$ cat src/hw/rtl/csim_pkg.sv
`default_nettype none

package csim_pkg;

  localparam int ELEMENT_BITS   = 16;
  localparam int SCORE_BITS     = 48;
  localparam int ROW_BITS       = 12;
  localparam int DIM_BITS       = 11;
  localparam int ROWS_BITS      = 13;
  localparam int CFG_DATA_BITS  = 13;
  localparam int CFG_INDEX_BITS = 2;

  localparam int MAX_DIM_DEFAULT  = 1024;
  localparam int MAX_ROWS_DEFAULT = 4096;
  localparam int QUEUE_DEPTH      = 4;

  // register indexes
  localparam logic [CFG_INDEX_BITS-1:0] REG_DIMENSION      = 2'd0;
  localparam logic [CFG_INDEX_BITS-1:0] REG_CENTROID_COUNT = 2'd1;
  localparam logic [CFG_INDEX_BITS-1:0] REG_METRIC_MODE    = 2'd2;

  localparam logic MODE_DOT  = 1'b0;
  localparam logic MODE_DIST = 1'b1;

  localparam logic FUNC_LOAD     = 1'b0;
  localparam logic FUNC_CENTROID = 1'b1;

  typedef struct packed {
    logic                           func;
    logic signed [ELEMENT_BITS-1:0] element;
  } in_item_t;

  typedef struct packed {
    logic signed [SCORE_BITS-1:0] score;
    logic [ROW_BITS-1:0]          row_index;
    logic [ROW_BITS-1:0]          best_index;
    logic signed [SCORE_BITS-1:0] top_score;
    logic                         last_row;
  } out_item_t;

  // one centroid element paired with its query element
  typedef struct packed {
    logic signed [ELEMENT_BITS-1:0] query;
    logic signed [ELEMENT_BITS-1:0] element;
    logic                           row_end;
  } work_t;

endpackage

`default_nettype wire

$ cat src/hw/rtl/csim_queue.sv
`default_nettype none

module csim_queue #(
  parameter int DEPTH = csim_pkg::QUEUE_DEPTH
) (
  input  wire                   clk,
  input  wire                   rst,
  input  wire                   push_valid,
  input  wire csim_pkg::work_t  push_entry,
  output logic                  room,
  output logic                  pop_valid,
  input  wire                   pop_ready,
  output csim_pkg::work_t       pop_entry
);

  localparam int AW = (DEPTH > 1) ? $clog2(DEPTH) : 1;
  localparam int CW = $clog2(DEPTH + 1);

  csim_pkg::work_t slots [DEPTH];

  logic [AW-1:0] wr_ptr;
  logic [AW-1:0] rd_ptr;
  logic [CW-1:0] count;
  logic          push;
  logic          pop;

  assign push      = push_valid && (count < CW'(DEPTH));
  assign pop       = pop_valid && pop_ready;
  assign pop_valid = count != '0;
  assign pop_entry = slots[rd_ptr];
  // keep one slot for the item still in the front's read stage
  assign room      = count <= CW'(DEPTH - 2);

  always_ff @(posedge clk) begin
    if (push) begin
      slots[wr_ptr] <= push_entry;
    end
  end

  always_ff @(posedge clk) begin
    if (rst) begin
      wr_ptr <= '0;
      rd_ptr <= '0;
      count  <= '0;
    end else begin
      if (push) begin
        wr_ptr <= (wr_ptr == AW'(DEPTH - 1)) ? '0 : wr_ptr + AW'(1);
      end
      if (pop) begin
        rd_ptr <= (rd_ptr == AW'(DEPTH - 1)) ? '0 : rd_ptr + AW'(1);
      end
      if (push && !pop) begin
        count <= count + CW'(1);
      end else if (pop && !push) begin
        count <= count - CW'(1);
      end
    end
  end

endmodule

`default_nettype wire

$ cat config.mk
export PLATFORM = sky130hd
export DESIGN_NAME = csim_queue
export DESIGN_NICKNAME = d
export VERILOG_FILES = /design/src/hw/rtl/csim_pkg.sv /design/src/hw/rtl/csim_queue.sv
export SDC_FILE = /design/constraint.sdc
export NUM_CORES = 1
export LEC_CHECK = 0
export ABC_AREA = 0
export BUFFER_PORTS_ARGS = -buffer_cell sky130_fd_sc_hd__buf_2
export CORE_UTILIZATION = 50
export DETAILED_ROUTE_END_ITERATION = 10
export PLACE_DENSITY_LB_ADDON = 0.05
export SKIP_LAST_GASP = 1
export SLEW_MARGIN = 5
export SYNTH_ARGS = -nofsm -noshare
export SYNTH_HDL_FRONTEND = slang
export SYNTH_SLANG_ARGS = --single-unit
$ cat constraint.sdc
create_clock -name clk -period 3.95 [get_ports clk]
set_input_delay 0.1975 -clock clk [delete_from_list [all_inputs] [get_ports clk]]
set_output_delay 0.1975 -clock clk [all_outputs]
set_load 0.1 [all_outputs]
==> flow_summary.yaml <==
route:
  wl_met2_mm: 4.29
  vias: 2510
  via_per_inst: 5.18
  ant_nets: 0
  route.final.wire_length_mm: 8.50
  dr.first_iter.drc_count: 140
  top_layer: "met4"
  avgRoutedWirePerCell_um: 17.5
  met3RoutedLength_um: 344
  drcViolationCount: 2
  wl_met1_mm: 3.80
  drtPass1Iterations: 7
layout:
  drive_gt1_frac: 0.404
  final_cell_mix: "132 x edfxtp_1, 71 x buf_2, 34 x dlygate4sd3_1, 30 x mux4_2, 16 x clkbuf_16"
  synthToLayoutAreaGrowth_pct: 26.4
  finalNetCount: 380
  n_antenna_cell: 0
  final_common_cell: "edfxtp_1"
  num-fill-cells: 730
  final_cells: 485
timing:
  post-route-period-util: 0.656
  finalHoldViolations: 0
  timing.fmax_mhz: 386
  min_period_ps: 2590
  relSlewSlack: 0.387
  worstMarginPinSlew_ps: 920
  setup_viol: 0
  whs_ps: 63.4
  rsz0062_at_grt: "no"
  drv_slew: 0
  skew_ps: 7.07
  fin_setup_tns_ps: 0
setup_path:
  worstSetupPathType: "reg -> out"
  cpMaxStageDelayCell: "dfxtp_2"
  crit_fanout: 14
  required_ps: 3750
  ff2ff_path_depth: 7
  timing.critical_path.to: "pop_entry[2]"
  start_kind: "flip-flop"
  r2r_slack_ps: 1810
  reg2reg_to: "count[2]"
  crit_path_end_kind: "primary output"
  path_buf_inv: 2
  path_delay_family: "buffers and inverters"
  rr_startpoint: "count[2]"
  cp_num_cells: 3
  cp_slowest_stage_delay_ps: 630
  crit_arrival_ps: 2390
  cp_cell_sequence: "buf_4, mux4_2, buf_2"
global_routing:
  grt_pass1_vias: 2617
  antenna_found_initial: 0
  grt_pass1_wl_mm: 13.2
  grt_max_degree: 34
  gr-total-overflow: 0
  grtUsageTotal: 0.167
cts:
  numClockSinks: 141
  cts.clk_slew.worst_paths_ps: 60
  cts_resized: 0
  cts.path.max_buffers: 2
  cts_buffers: 17
  htree_levels: 4
  cts-root-buf: "clkbuf_8"
  cts_tree: "yes"
  post_cts_buffers: 0
  clk_latency_ps: 500
min_path:
  hp-start: "pop_ready"
  holdCritPathClass: "in -> reg"
synth:
  synth_area_per_cell_um2: 24.1
  yosysSeqAreaShare: 0.786
  ys_warn_count: 0
  syn_nets: 263
  yosysUniqueCellTypes: 21
  synth_seq_cells: 141
  synth.cell_area_um2: 5280
  netlist_instances: 219
floorplanning:
  io_pins: 72
  initial_core_util: 0.513
  die_area_um2: 11000
  die_y_um: 105
  std_cell_rows: 37
  die_w_um: 105
  core-area_um2: 10300
power_and_ir_drop:
  power_density_nw_per_um2: 792
  power_mw: 5.28
  p_leak_nw: 2.32
  ir_worst_vdd_v: 0.000400
status:
  outcome: "finished, violations left"
  violations: "DRC"
placed_design:
  gp_congestion: 0.692
  portBuffers: 71
  placedCellCount: 419
  dp_hpwl_mm: 4.83
flow_run:
  cap_violations: 0
cells in the mapped netlist, drive strengths merged:
| master | n | area (um2) |
|---|---|---|
| inv | 3 | 11.3 |
| nor2 | 6 | 22.5 |
| clkbuf | 1 | 3.75 |
| mux2i | 4 | 40.0 |
| nand2 | 1 | 3.75 |
| fa | 1 | 20.0 |
| buf | 8 | 91.3 |
| mux4 | 33 | 754 |
| xor2 | 2 | 17.5 |
| o21ai | 1 | 5.00 |
| or3 | 3 | 18.8 |
| dfxtp | 9 | 180 |
| and2 | 4 | 25.0 |
| ha | 6 | 75.1 |
| nor2b | 1 | 6.26 |
| a21oi | 3 | 15.0 |
| edfxtp | 132 | 3960 |
| o31ai | 1 | 21.3 |
per-layer routing:
metal / global-route usage / up-vias
li1: - / 1148
met1: 0.220 / 1285
met3: 0.0443 / 6
met2: 0.266 / 71
met5: 0 / -
met4: 0.0664 / 0
where the power goes:
part | internal (mW) | switching [mW]
registers | 1.81 | 0.0997
clock network | 0.971 | 0.614
logic | 0.403 | 1.39
cell type report:
| cell class | instances | area, um2 | share of cell area |
|---|---|---|---|
| clock buffer | 17 | 414 | 0.0621 |
| clock inverter | 15 | 185 | 0.0278 |
| inverter | 3 | 11.3 | 0.00169 |
| multi-input combinational | 66 | 1030 | 0.154 |
| sequential | 141 | 4150 | 0.622 |
| tap | 136 | 170 | 0.0255 |
| timing repair buffer | 107 | 711 | 0.107 |
how the worst min path moves through the flow:
stage | slack (ps) | end | cells past startpoint
2_1_floorplan | 270 | count[2] | 1
3_3_place_gp | 410 | slots[1][16] | 1
3_5_place_dp | 420 | slots[2][22] | 1
4_1_cts | 40 | flip-flop | 4
5_1_grt | 80 | flip-flop | 4
6_report | 60 | flip-flop | 4
metrics by stage:
stage / setup slack (ps) / cell area (um2) / util
after floorplan: 1890 / 5280 / -
after global placement: 1810 / 5730 / 0.557
after detailed placement: 1800 / 5730 / 0.557
after CTS: 1250 / 6670 / 0.649
after global routing: 1190 / 6670 / 0.649
final: 1360 / 6670 / 0.649
kinds of logic after synthesis:
logic type / count (synthesis) / synth area share
adders and majority gates: 7 / 0.0180
and+or+nand+nor: 15 / 0.0145
AOI/OAI and AO/OA: 5 / 0.00783
xor gates and xnor gates: 2 / 0.00332
buffers and inverters: 12 / 0.0202
muxes: 37 / 0.151
DFF: 141 / 0.786
flip-flops by register name, indices dropped and copies added (netlist names), named ones only:
register	cells
count	3
rd_ptr	2
slots	132
wr_ptr	2
tightest hold or removal path: stages:
cell and delay (ps):
buf_2 100, o31ai_4 80, nand2_1 70, a21oi_1 70
repair_timing:
| action | CTS | global route |
|---|---|---|
| endpoints found under the hold margin | 141 | 0 |
| setup endpoints to repair | 0 | 0 |
| hold buffers | 34 | 0 |
No activity file was read; power rests on OpenSTA's default activity.
