$ cat config.mk
export PLATFORM = sky130hd
export DESIGN_NAME = csim_back
export DESIGN_NICKNAME = d
export VERILOG_FILES = /design/src/hw/rtl/csim_pkg.sv /design/src/hw/rtl/csim_back.sv
export SDC_FILE = /design/constraint.sdc
export NUM_CORES = 2
export LEC_CHECK = 0
export BUFFER_PORTS_ARGS = -buffer_cell sky130_fd_sc_hd__buf_2
export CELL_PAD_IN_SITES_DETAIL_PLACEMENT = 2
export CELL_PAD_IN_SITES_GLOBAL_PLACEMENT = 2
export CORE_MARGIN = 8
export CORE_UTILIZATION = 44
export DETAILED_ROUTE_END_ITERATION = 10
export PLACE_DENSITY_LB_ADDON = 0.1
export SLEW_MARGIN = 0
export SYNTH_ARGS = -nofsm -noshare
export SYNTH_HDL_FRONTEND = slang
export SYNTH_SLANG_ARGS = --single-unit
export TNS_END_PERCENT = 10
$ cat constraint.sdc
create_clock -name clk -period 18.5 [get_ports clk]
set_input_delay 3.7 -clock clk [delete_from_list [all_inputs] [get_ports clk]]
set_output_delay 3.7 -clock clk [all_outputs]
set_load 0.02 [all_outputs]
$ cat src/hw/rtl/csim_pkg.sv
`default_nettype none

package csim_pkg;

  localparam int ELEMENT_BITS   = 16;
  localparam int SCORE_BITS     = 48;
  localparam int ROW_BITS       = 12;
  localparam int DIM_BITS       = 11;
  localparam int ROWS_BITS      = 13;
  localparam int CFG_DATA_BITS  = 13;
  localparam int CFG_INDEX_BITS = 2;

  localparam int MAX_DIM_DEFAULT  = 1024;
  localparam int MAX_ROWS_DEFAULT = 4096;
  localparam int QUEUE_DEPTH      = 4;

  // register indexes
  localparam logic [CFG_INDEX_BITS-1:0] REG_DIMENSION      = 2'd0;
  localparam logic [CFG_INDEX_BITS-1:0] REG_CENTROID_COUNT = 2'd1;
  localparam logic [CFG_INDEX_BITS-1:0] REG_METRIC_MODE    = 2'd2;

  localparam logic MODE_DOT  = 1'b0;
  localparam logic MODE_DIST = 1'b1;

  localparam logic FUNC_LOAD     = 1'b0;
  localparam logic FUNC_CENTROID = 1'b1;

  typedef struct packed {
    logic                           func;
    logic signed [ELEMENT_BITS-1:0] element;
  } in_item_t;

  typedef struct packed {
    logic signed [SCORE_BITS-1:0] score;
    logic [ROW_BITS-1:0]          row_index;
    logic [ROW_BITS-1:0]          best_index;
    logic signed [SCORE_BITS-1:0] top_score;
    logic                         last_row;
  } out_item_t;

  // one centroid element paired with its query element
  typedef struct packed {
    logic signed [ELEMENT_BITS-1:0] query;
    logic signed [ELEMENT_BITS-1:0] element;
    logic                           row_end;
  } work_t;

endpackage

`default_nettype wire

$ cat src/hw/rtl/csim_back.sv
`default_nettype none

module csim_back #(
  parameter int MAX_ROWS = csim_pkg::MAX_ROWS_DEFAULT
) (
  input  wire                             clk,
  input  wire                             rst,
  input  wire                             metric_mode,
  input  wire [csim_pkg::ROWS_BITS-1:0]   centroid_count,
  input  wire                             pop_valid,
  output logic                            pop_ready,
  input  wire csim_pkg::work_t            pop_entry,
  output logic                            out_valid,
  input  wire                             out_ready,
  output csim_pkg::out_item_t             out_item
);

  localparam int EB   = csim_pkg::ELEMENT_BITS;
  localparam int MW   = EB + 1;
  localparam int TW   = 2 * MW;
  localparam int SW   = csim_pkg::SCORE_BITS;
  localparam int RB   = csim_pkg::ROW_BITS;
  localparam int RSB  = csim_pkg::ROWS_BITS;
  localparam int RW   = (MAX_ROWS > 1) ? $clog2(MAX_ROWS) : 1;
  localparam int RCW  = (RW + 1 > RSB) ? RW + 1 : RSB;

  logic                 adv;

  logic signed [MW-1:0] q_ext;
  logic signed [MW-1:0] e_ext;
  logic signed [MW-1:0] diff;
  logic signed [MW-1:0] ma;
  logic signed [MW-1:0] mb;
  logic signed [TW-1:0] prod;

  logic                 a_valid;
  logic                 a_end;
  logic signed [TW-1:0] a_term;

  logic signed [SW-1:0] acc;
  logic signed [SW-1:0] acc_sum;
  logic                 b_valid;
  logic signed [SW-1:0] b_sum;

  logic [RW-1:0]        row;
  logic [RCW-1:0]       row_inc;
  logic                 pass_end;
  logic signed [SW-1:0] best_value;
  logic [RW-1:0]        best_row;
  logic signed [SW-1:0] score;
  logic                 take;

  // the whole back pipe moves when the output register can load
  assign adv       = !out_valid || out_ready;
  assign pop_ready = adv;

  always_comb begin
    q_ext = MW'(pop_entry.query);
    e_ext = MW'(pop_entry.element);
    diff  = q_ext - e_ext;
    if (metric_mode == csim_pkg::MODE_DIST) begin
      ma = diff;
      mb = diff;
    end else begin
      ma = q_ext;
      mb = e_ext;
    end
    prod = ma * mb;
  end

  assign acc_sum = acc + SW'(a_term);

  assign score    = (metric_mode == csim_pkg::MODE_DIST) ? -b_sum : b_sum;
  assign take     = (row == '0) || (score > best_value);
  assign row_inc  = RCW'(row) + RCW'(1);
  assign pass_end = row_inc >= RCW'(centroid_count);

  always_ff @(posedge clk) begin
    if (adv) begin
      a_term <= prod;
      a_end  <= pop_entry.row_end;
      b_sum  <= acc_sum;
      if (b_valid) begin
        out_item.score      <= score;
        out_item.row_index  <= RB'(row);
        out_item.best_index <= take ? RB'(row) : RB'(best_row);
        out_item.top_score  <= take ? score : best_value;
        out_item.last_row   <= pass_end;
      end
    end
  end

  always_ff @(posedge clk) begin
    if (rst) begin
      a_valid    <= 1'b0;
      b_valid    <= 1'b0;
      out_valid  <= 1'b0;
      acc        <= '0;
      row        <= '0;
      best_value <= '0;
      best_row   <= '0;
    end else if (adv) begin
      a_valid   <= pop_valid;
      b_valid   <= a_valid && a_end;
      out_valid <= b_valid;
      if (a_valid) begin
        acc <= a_end ? '0 : acc_sum;
      end
      if (b_valid) begin
        if (take) begin
          best_value <= score;
          best_row   <= row;
        end
        row <= pass_end ? '0 : RW'(row_inc);
      end
    end
  end

endmodule

`default_nettype wire

==> flow_summary_export.csv <==
group,metric,value,unit
timing,rsz0062_at_grt,"no",
route,drc,0,
global_routing,grt_usage,0.254,
setup_path,critPathKind,"input port to register",
timing,finClkSkew,36.0,ps
logic_synthesis,synth_top_area_frac,0.210,
floorplanning,rows,94,
floorplanning,die_area,74700,um2
final_layout,layout_commonest_cell,"inv_1",
placed_design,place_hpwl,74700,um
clocking,htreeDepth,2,
setup_path,r2r_slack,10650,ps
timing,fmax,75.5,MHz
setup_path,worst_path_most_repeated_cell,"fa_1",
route,vias,22400,
setup_path,worst_ep_arrival_time,13510,ps
final_layout,drive_above_1_share,0.116,
logic_synthesis,avgSynthCellArea,9.88,um2
logic_synthesis,yosys-top-cells-area,"edfxtp_1, fa_1, ha_1, dfxtp_1, inv_1",
clocking,cts_sinks,327,
logic_synthesis,synth-seq-cells,327,
timing,final-hold-violation-count,0,
timing,fin_tns_setup,0,ps
clocking,clockBufferDepth,3,
timing,finalCritPeriodShare,0.716,
clocking,ctsResizeCount,0,
flow_run,max-cap-violations,0,
logic_synthesis,yosys_warnings,0,
logic_synthesis,synthArstFlopShare,0,
setup_path,required,18770,ps
timing,tightest_slew,1320,ps
final_layout,syn_to_final_growth,10.2,%
hold_path,hold_class,"register to register",
global_routing,grt_pass1_vias,26300,
route,routed_via_density,5.62,
global_routing,grt_pass1_wl,151000,um
route,ant_nets,0,
clocking,post-cts-setup-buffer-count,0,
global_routing,grt_overflow,0,
clocking,cts_tree,"done",
timing,setup_violations,0,
timing,final.min_clock_period,13240,ps
placed_design,dp_slack,4730,ps
timing,fin_hold_ws,488,ps
floorplanning,die_w,273,um
logic_synthesis,yosysTopAreaCell,"edfxtp_1",
timing,relSlewSlack,0.121,
setup_path,endpoint_kind,"register",
logic_synthesis,yosysSeqAreaShare,0.295,
setup_path,slowest_stage,"a21oi_1",
final_layout,fin_util,0.490,
logic_synthesis,synth_cells,2950,
clocking,clk_pin_slew,60,ps
logic_synthesis,synth_edf_count,204,
global_routing,grt_antenna_before_repair,1,
timing,setup_ws,5260,ps
clocking,cts_buffers,35,
logic_synthesis,synth_nets,3511,
route,routedWlPerCell,24.0,um
final_layout,nets,3650,
logic_synthesis,yosys_most_used_dff,"edfxtp_1",
global_routing,grt_max_degree,86,
floorplanning,io-pin-count,174,
route,wirelength,95500,um
setup_path,slowest_delay,1020,ps
clocking,insertion_delay,550,ps
setup_path,startpoint_type,"input port",
route,first_pass_iters,7,
floorplanning,coreArea,65600,um2
timing,maxSlewViolCount,0,
run_status,status,"finished, final reports clean",
final_layout,final_cell_mix,"inv_1, fa_1, nand2_1",
setup_path,cp_max_fo,17,
logic_synthesis,netlist_area,29100,um2
placed_design,gp_congestion,0.870,
clocking,cts-root-buf,"clkbuf_16",
logic_synthesis,yosysUniqueCellTypes,78,
floorplanning,die_y,273,um
floorplanning,initial_core_util,0.444,
clocking,holdBufCountCts,0,
route,first_iter_violations,859,
placed_design,io_buffers,173,
==> per-layer routing <==
layer  up-vias  track usage  wire [um]
met3       194       0.0190       2600
met5         -            0         13
met1     11600        0.290      38200
met2       456        0.485      50900
met4         2       0.0983       3830
li1      10200            -          -
==> critical path, delay by kind of cell <==
| kind | cells | cell delay [ps] |
|---|---|---|
| adders and majority gates | 9 | 4120 |
| AOI/OAI and AO/OA | 13 | 4030 |
| and+or+nand+nor | 4 | 1050 |
| buffers and inverters | 6 | 430 |
| xor gates and xnor gates | 1 | 150 |
==> layout make-up <==
class	count	area, um2
clock buffer	49	960
fill	6881	33500
inverter	453	1700
clock inverter	15	170
antenna	1	2.50
tap	864	1080
sequential	327	8590
timing repair buffer	202	1090
multi-input combinational	2070	18500
==> flip-flops by register name (all words and copies together), names as in the netlist, 12 cells and up <==
register    flops
b_sum          48
acc            48
row            12
best_row       12
a_term         34
best_value     48
out_item      121
==> worst paths after layout <==
check / startpoint / end / cells after the start
setup / recovery: pop_entry[17] / a_term[31]$_DFFE_PN_ / 33
hold / removal: best_row[11]$_SDFFE_PP0P_ / best_row[11]$_SDFFE_PP0P_ / 2
setup reg to reg: b_sum[6]$_DFFE_PN_ / out_item[14]$_DFFE_PP_ / 18
hold reg to reg: best_row[11]$_SDFFE_PP0P_ / best_row[11]$_SDFFE_PP0P_ / 2
==> stage by stage <==
step           cell area (um2)  instances
4_1_cts                  32100       3980
2_1_floorplan            29100       2950
6_report                 32100       3981
3_5_place_dp             31000       3916
3_3_place_gp             31000       3916
5_1_grt                  32100       3980
==> logic make-up (layout without fill, tap and decap cells) <==
group,Yosys count,in the layout,share of synthesized area
compound gates,463,463,0.106
xor+xnor,144,144,0.0433
fa+ha+maj,510,510,0.296
buf+inv,553,719,0.0715
flops,327,327,0.295
mux,137,137,0.0504
other cells,0,1,0
simple gates,816,816,0.138
==> cell usage after synthesis, types with 15 or more instances <==
cell / count
inv_1: 450
fa_1: 299
nand2_1: 218
ha_1: 211
nor2_1: 210
edfxtp_1: 204
nand2b_1: 125
dfxtp_1: 123
xnor2_1: 117
a21oi_1: 112
o21ai_0: 94
clkbuf_1: 89
mux2_2: 70
mux2i_1: 65
a21o_1: 58
nand3_1: 46
nor3_1: 37
a22oi_1: 35
and2_1: 29
nor2b_1: 28
xor2_1: 27
nand4_1: 22
nor4_1: 22
o21a_1: 16
o31ai_1: 15
or3_1: 15
Power is left out: the tool's default activity adds up to more than one toggle a clock period on the data nets, which glitch-free logic cannot reach.
